### config.mk
export PLATFORM = sky130hd
export DESIGN_NAME = sorted_priority_queue
export DESIGN_NICKNAME = d
export VERILOG_FILES = /design/src/rtl/spq_pkg.sv /design/src/rtl/sorted_priority_queue.sv /design/src/rtl/spq_ctrl.sv /design/src/rtl/spq_datapath.sv
export SDC_FILE = /design/constraint.sdc
export NUM_CORES = 2
export LEC_CHECK = 0
export BUFFER_PORTS_ARGS = -buffer_cell sky130_fd_sc_hd__buf_4
export CORE_AREA = 2 2 236 238
export CTS_BUF_LIST = sky130_fd_sc_hd__clkbuf_2 sky130_fd_sc_hd__clkbuf_4 sky130_fd_sc_hd__clkbuf_8
export CTS_CLUSTER_SIZE = 40
export DETAILED_ROUTE_END_ITERATION = 8
export DIE_AREA = 0 0 238 240
export GPL_ROUTABILITY_DRIVEN = 1
export GPL_TIMING_DRIVEN = 0
export HOLD_SLACK_MARGIN = 0.12
export MAX_ROUTING_LAYER = met4
export PLACE_DENSITY = 0.75
export RECOVER_POWER = 50
export SLEW_MARGIN = 10
export SYNTH_ARGS = -nofsm -noshare
export SYNTH_HDL_FRONTEND = slang
export SYNTH_SLANG_ARGS = --single-unit
### constraint.sdc
create_clock -name clock -period 6 [get_ports clock]
set_input_delay 0.3 -clock clock [delete_from_list [all_inputs] [get_ports clock]]
set_output_delay 0.3 -clock clock [all_outputs]
set_load 0.01 [all_outputs]
### src/rtl/spq_pkg.sv
// Shared types and constants for the sorted priority queue.
package spq_pkg;

   localparam int DEPTH_DEFAULT = 16;
   localparam int ID_W          = 16;
   localparam int KEY_W         = 16;
   localparam int STATUS_W      = 2;
   localparam int OCC_W         = 5;

   localparam logic [STATUS_W-1:0] STAT_OK    = 2'd0;
   localparam logic [STATUS_W-1:0] STAT_FULL  = 2'd1;
   localparam logic [STATUS_W-1:0] STAT_EMPTY = 2'd2;

   typedef struct packed {
      logic                load;
      logic                insert;
      logic                pop;
      logic [STATUS_W-1:0] code;
   } spq_cmd_type;

   typedef struct packed {
      logic full;
      logic empty;
   } spq_stat_type;

endpackage

### src/rtl/sorted_priority_queue.sv
// Sorted priority queue of (id, key) entries.
//
// Request channel (req_*): req_mode 0 inserts (req_entry_id, req_entry_key),
// req_mode 1 pops the entry with the smallest key, oldest first among ties.
// Result channel (rsp_*): one item per request with rsp_status (ok, insert
// dropped because full, pop on empty), the popped id and key (zero unless a
// pop succeeded) and the occupancy after the request.
// rsp_valid rises in the cycle after a request is accepted. One request is
// taken every cycle while the receiver takes results: the entries sit in a
// row of DEPTH compare-and-shift cells that all compare against the new key
// in the same cycle and shift in one step. The result register lets the next
// request enter in the cycle in which the previous result is taken.
// Reset empties the queue and drops any held result; no clearing pass runs.
// If the receiver stalls, the result is held and req_ready falls until
// rsp_ready returns.
module sorted_priority_queue
   import spq_pkg::*;
#(
   parameter int DEPTH = DEPTH_DEFAULT
) (
   input  logic                clock,
   input  logic                reset,
   input  logic                req_valid,
   output logic                req_ready,
   input  logic                req_mode,
   input  logic [ID_W-1:0]     req_entry_id,
   input  logic [KEY_W-1:0]    req_entry_key,
   output logic                rsp_valid,
   input  logic                rsp_ready,
   output logic [STATUS_W-1:0] rsp_status,
   output logic [ID_W-1:0]     rsp_out_id,
   output logic [KEY_W-1:0]    rsp_out_key,
   output logic [OCC_W-1:0]    rsp_occupancy
);

   spq_cmd_type  cmd;
   spq_stat_type stat;

   spq_ctrl u_ctrl (
      .clock     (clock),
      .reset     (reset),
      .req_valid (req_valid),
      .req_ready (req_ready),
      .req_mode  (req_mode),
      .rsp_valid (rsp_valid),
      .rsp_ready (rsp_ready),
      .stat      (stat),
      .cmd       (cmd)
   );

   spq_datapath #(
      .DEPTH (DEPTH)
   ) u_datapath (
      .clock         (clock),
      .reset         (reset),
      .cmd           (cmd),
      .req_entry_id  (req_entry_id),
      .req_entry_key (req_entry_key),
      .stat          (stat),
      .rsp_status    (rsp_status),
      .rsp_out_id    (rsp_out_id),
      .rsp_out_key   (rsp_out_key),
      .rsp_occupancy (rsp_occupancy)
   );

endmodule

### src/rtl/spq_ctrl.sv
// Controller: handshake, result hold state and operation decode.
module spq_ctrl
   import spq_pkg::*;
(
   input  logic         clock,
   input  logic         reset,
   input  logic         req_valid,
   output logic         req_ready,
   input  logic         req_mode,
   output logic         rsp_valid,
   input  logic         rsp_ready,
   input  spq_stat_type stat,
   output spq_cmd_type  cmd
);

   typedef enum logic [1:0] {
      S_IDLE = 2'b01,
      S_HOLD = 2'b10
   } state_type;

   state_type state_ff, state_in;
   logic      accept;

   assign req_ready = (state_ff == S_IDLE) || rsp_ready;
   assign accept    = req_valid && req_ready;
   assign rsp_valid = (state_ff == S_HOLD);

   always_comb begin
      cmd.load   = accept;
      cmd.insert = accept && !req_mode && !stat.full;
      cmd.pop    = accept && req_mode && !stat.empty;
      if (req_mode) begin
         cmd.code = stat.empty ? STAT_EMPTY : STAT_OK;
      end else begin
         cmd.code = stat.full ? STAT_FULL : STAT_OK;
      end
   end

   always_comb begin
      state_in = state_ff;
      unique case (state_ff)
         S_IDLE: begin
            if (accept) state_in = S_HOLD;
         end
         S_HOLD: begin
            if (!accept && rsp_ready) state_in = S_IDLE;
         end
         default: state_in = S_IDLE;
      endcase
   end

   always_ff @(posedge clock) begin
      if (reset) begin
         state_ff <= S_IDLE;
      end else begin
         state_ff <= state_in;
      end
   end

endmodule

### src/rtl/spq_datapath.sv
// Datapath: sorted compare-and-shift cells, fill count and result register.
module spq_datapath
   import spq_pkg::*;
#(
   parameter int DEPTH = DEPTH_DEFAULT
) (
   input  logic                clock,
   input  logic                reset,
   input  spq_cmd_type         cmd,
   input  logic [ID_W-1:0]     req_entry_id,
   input  logic [KEY_W-1:0]    req_entry_key,
   output spq_stat_type        stat,
   output logic [STATUS_W-1:0] rsp_status,
   output logic [ID_W-1:0]     rsp_out_id,
   output logic [KEY_W-1:0]    rsp_out_key,
   output logic [OCC_W-1:0]    rsp_occupancy
);

   localparam int CNT_W = $clog2(DEPTH + 1);

   logic [ID_W-1:0]        id_ff  [DEPTH];
   logic [KEY_W-1:0]       key_ff [DEPTH];
   logic [DEPTH-1:0]       gt;
   logic [CNT_W-1:0]       count_ff, count_in;
   logic [CNT_W+OCC_W-1:0] count_ext;

   logic [STATUS_W-1:0] status_ff;
   logic [ID_W-1:0]     out_id_ff;
   logic [KEY_W-1:0]    out_key_ff;
   logic [OCC_W-1:0]    occ_ff;

   assign stat.full  = (count_ff == CNT_W'(DEPTH));
   assign stat.empty = (count_ff == '0);

   always_comb begin
      count_in = count_ff;
      if (cmd.insert) count_in = count_ff + CNT_W'(1);
      else if (cmd.pop) count_in = count_ff - CNT_W'(1);
   end

   assign count_ext = {{OCC_W{1'b0}}, count_in};

   // Stored keys are ascending, so the strictly-greater flags form a run that
   // ends at the fill count; the new entry lands at the start of that run.
   for (genvar i = 0; i < DEPTH; i++) begin : g_cell
      localparam logic [CNT_W-1:0] IDX = CNT_W'(i);
      logic here;
      logic prev_gt;

      assign gt[i] = (IDX < count_ff) && (key_ff[i] > req_entry_key);

      if (i == 0) begin : g_first
         assign prev_gt = 1'b0;
      end else begin : g_rest
         assign prev_gt = gt[i-1];
      end

      assign here = !prev_gt && (gt[i] || (IDX == count_ff));

      always_ff @(posedge clock) begin
         if (cmd.insert) begin
            if (prev_gt) begin
               if (i > 0) begin
                  id_ff[i]  <= id_ff[(i > 0) ? i - 1 : 0];
                  key_ff[i] <= key_ff[(i > 0) ? i - 1 : 0];
               end
            end else if (here) begin
               id_ff[i]  <= req_entry_id;
               key_ff[i] <= req_entry_key;
            end
         end else if (cmd.pop) begin
            if (i < DEPTH - 1) begin
               id_ff[i]  <= id_ff[(i < DEPTH - 1) ? i + 1 : i];
               key_ff[i] <= key_ff[(i < DEPTH - 1) ? i + 1 : i];
            end
         end
      end
   end

   always_ff @(posedge clock) begin
      if (reset) begin
         count_ff <= '0;
      end else begin
         count_ff <= count_in;
      end
   end

   always_ff @(posedge clock) begin
      if (cmd.load) begin
         status_ff  <= cmd.code;
         out_id_ff  <= cmd.pop ? id_ff[0] : '0;
         out_key_ff <= cmd.pop ? key_ff[0] : '0;
         occ_ff     <= count_ext[OCC_W-1:0];
      end
   end

   assign rsp_status    = status_ff;
   assign rsp_out_id    = out_id_ff;
   assign rsp_out_key   = out_key_ff;
   assign rsp_occupancy = occ_ff;

endmodule

==> impl_metrics.toml <==
[status]
status = "complete, but fails checks"
violations = "capacitance limit, slew limit"

[timing]
drv_slew = 44
period_needed_ns = 5.31
rsz0062_at_grt = "false"
clock.fmax_mhz = 188
finalHoldViolCount = 0
skew_ns = 0.0501
worst_pin_slew_ns = 2.07
slew_headroom_pct = -37.8
setup_viol = 0
fin_crit_sh_pct = 88.5

[place]
place_area_sq_mm = 0.0354
place_congestion = 1.01
port_buffers = 77
dpl.hpwl_mm = 83.4

[logic_synthesis]
async_flop_share_pct = 0
synth_cells = 3127
syn_nets = 3425
avgSynthCellArea_sq_um = 10.7
synth_ff_type = "edfxtp_1"
ys_seq_area_share_pct = 49.9
synth_warnings = 0
synth_edf_count = 551
synth_cell_type_count = 74
ys_ff_latch = 558
synth.cell_area_sq_mm = 0.0335

[layout]
nNetsFinal = 3648
final.fill_count = 4275
drive_above_1_share_pct = 8.84
utilization_pct = 67.9
final_area_sq_mm = 0.0371
syn2layout_area_growth_pct = 10.9

[worst_setup_path]
endpoint_kind = "flip-flop"
crit_path_max_incr_delay_ns = 1.30
crit_top_cell = "clkbuf_1"
crit_slowest_cell = "a211oi_1"
crit_buf_inv = 3
cp.required_ns = 6.42
critPathMaxFanout = 10
crit_start = "u_datapath.count_ff[1]"
startpoint_type = "flip-flop"
r2r-start = "u_datapath.count_ff[1]"
worstPathArrival_ns = 5.73
cp_cell_sequence = "clkbuf_1 > inv_1 > ha_1 > nand4bb_1 > o2111ai_1 > a211oi_1 > clkbuf_1 > mux2i_1 > a21oi_1"
cp_top_family = "compound AO/OA/AOI/OAI gates"
worstSetupPathType = "reg2reg"

[cts]
cts.htree.levels = 3
clk_path_buf_depth = 3
cts.hold.buffers_added = 35
clkLatencyLatePin_ns = 0.73
cts_buffers = 95
cts-root-buf = "clkbuf_8"
cts_resized = 0
cts_tree = "yes"
cts.sinks = 558
cts_setup_buffers = 0
cts.clk_slew.worst_paths_ns = 0.07

[routing]
drt-total-wl_mm = 109
first_pass_iters = 8
via_count = 27599
drc = 0
drtIter0Drc = 3054
drtAntennaViolNets = 0
wl_per_cell_um = 26.3
routed_via_density = 6.68

[min_path]
hold_path_class = "in2reg"
worst_hold_startpoint = "req_entry_key[0]"

[grt]
grt_usage_pct = 38.6
grt_pass1_vias = 27848
grt.overflow.total = 0
grt_pass1_wl_mm = 160
antenna_found_initial = 1
grt_max_degree = 33

[flow_run]
maxCapViolCount = 2

[floorplanning]
die_h_um = 240
core_sq_mm = 0.0547
pin_count = 78
rows = 86
die_w_um = 238
initial_core_util_pct = 61.2
dieArea_sq_mm = 0.0571

[power_and_ir_drop]
powerDensity_mw_per_mm2 = 321
leakage_nw = 13.9
ir_worst_vdd_mv = 0.215
power_mw = 11.9
==> cell usage after synthesis, types with 4 or more instances <==
| master | n | share of area [%] |
|---|---|---|
| o21a_1 | 11 | 0.25 |
| a22oi_1 | 6 | 0.13 |
| o2bb2ai_1 | 10 | 0.26 |
| o31ai_1 | 9 | 0.20 |
| o221ai_1 | 8 | 0.21 |
| and2_1 | 38 | 0.71 |
| inv_1 | 44 | 0.49 |
| a21oi_1 | 486 | 7.3 |
| buf_2 | 44 | 0.66 |
| nor2_1 | 429 | 4.8 |
| edfxtp_1 | 551 | 49 |
| a31oi_1 | 36 | 0.67 |
| o21ai_0 | 52 | 0.78 |
| nor2b_1 | 24 | 0.45 |
| nand4_1 | 63 | 1.2 |
| buf_4 | 24 | 0.54 |
| a21o_1 | 7 | 0.16 |
| buf_6 | 10 | 0.34 |
| buf_1 | 12 | 0.13 |
| or3_1 | 4 | 0.075 |
| and3_1 | 5 | 0.093 |
| a41oi_1 | 5 | 0.13 |
| clkbuf_1 | 114 | 1.3 |
| nand3_1 | 59 | 0.88 |
| nor3_1 | 6 | 0.090 |
| o211ai_1 | 65 | 1.5 |
| dfxtp_1 | 7 | 0.42 |
| nand2_1 | 278 | 3.1 |
| a2111oi_0 | 9 | 0.24 |
| mux2i_1 | 341 | 10 |
| o31a_1 | 4 | 0.10 |
| mux2_2 | 32 | 1.1 |
| ha_1 | 261 | 9.8 |
| nor4_1 | 13 | 0.24 |
==> per-stage QoR <==
step	setup TNS (ns)	hold slack [ns]	instances	setup slack, ns
CTS	0	0.225	4133	0.962
global placement	-261.69	0.553	3908	-1.35
finish	0	0.276	4134	0.690
floorplan	0	0.372	3127	1.27
global route	0	0.297	4134	0.688
detailed placement	0	0.552	3922	0.989
==> worst paths after layout <==
path | to | slack, ns | depth (start not counted)
worst max-delay path | u_datapath.key_ff[1][100] | 0.69 | 9
worst max register to register | u_datapath.key_ff[1][100] | 0.69 | 9
worst min-delay path | u_datapath.key_ff[1][48] | 0.28 | 3
worst min register to register | u_datapath.id_ff[0][15] | 0.56 | 2
==> layout make-up <==
type	instances	area [sq um]	share of cell area, %
flip-flops and latches	558	16700	45.0
multi-input cells	2318	15500	41.8
clock buffers	119	1490	4.01
repair buffers	126	1110	3.00
plain buffers	207	891	2.40
well taps	704	881	2.37
clock inverters	57	375	1.01
inverters	44	165	0.445
diodes	1	2.50	0.00674
==> power by group <==
group	total, mW	switching [mW]	internal [mW]	leakage (nW)
clock	3.51	1.73	1.78	0.992
sequential	5.49	0.374	5.11	5.14
combinational	2.91	1.92	0.998	7.73
==> layout by cell type, fill, tap and decap left out, drive strengths merged, types with 4 or more instances in the layout <==
cell type    synthesis  layout
edfxtp             551     551
a211oi               7       7
mux2i              341     341
a221oi               4       4
nand2              278     278
a21o                 7       7
o2bb2ai             10      10
nor3                 7       7
dfxtp                7       7
clkinv               0      47
nor2b               24      24
o221ai               8       8
nand4               63      63
ha                 261     261
nor4                13      13
dlygate4sd3          0      35
a2111oi             11      11
clkbuf             114     307
o31ai               10      10
a22oi                7       7
a31oi               36      36
o21ai               53      53
nand3               59      59
a21oi              487     487
o211ai              66      66
o31a                 4       4
and2                38      38
buf                 93     110
and3                 5       5
o21a                11      11
mux2                32      32
inv                 44      48
or3                  4       4
a41oi                5       5
nor2               429     429
==> worst register-to-register path, stage by stage (launching register included) <==
cell       delay (ns)
dfxtp_1          0.40
clkbuf_1         0.50
inv_1            0.18
ha_1             0.40
nand4bb_1        0.35
o2111ai_1        0.70
a211oi_1         1.31
clkbuf_1         0.78
mux2i_1          0.29
a21oi_1          0.10
==> registers in the layout (all words and copies together), names as in the netlist <==
name                      flops
u_datapath.count_ff           5
u_datapath.key_ff           256
u_datapath.rsp_status         2
u_datapath.rsp_out_key       16
u_ctrl.state_ff               2
u_datapath.rsp_occupancy      5
u_datapath.rsp_out_id        16
u_datapath.id_ff            256
==> metal layers <==
layer	vias up	routed length, um	track usage [%]
li1	12189	-	-
met1	13440	41800	48.3
met2	1626	50700	60.7
met3	344	9470	5.18
met4	0	6590	22.9
met5	-	0	-
==> cell families after synthesis <==
logic type,share of synthesized area (%)
AND/OR/NAND/NOR,12.0
AO/OA/AOI/OAI,13.3
flip-flops,49.9
multiplexers,11.3
adder cells (fa/ha/maj),9.76
buffers and inverters,3.62
XOR/XNOR,0.105
Note: power is estimated with default switching activity, not from simulation.
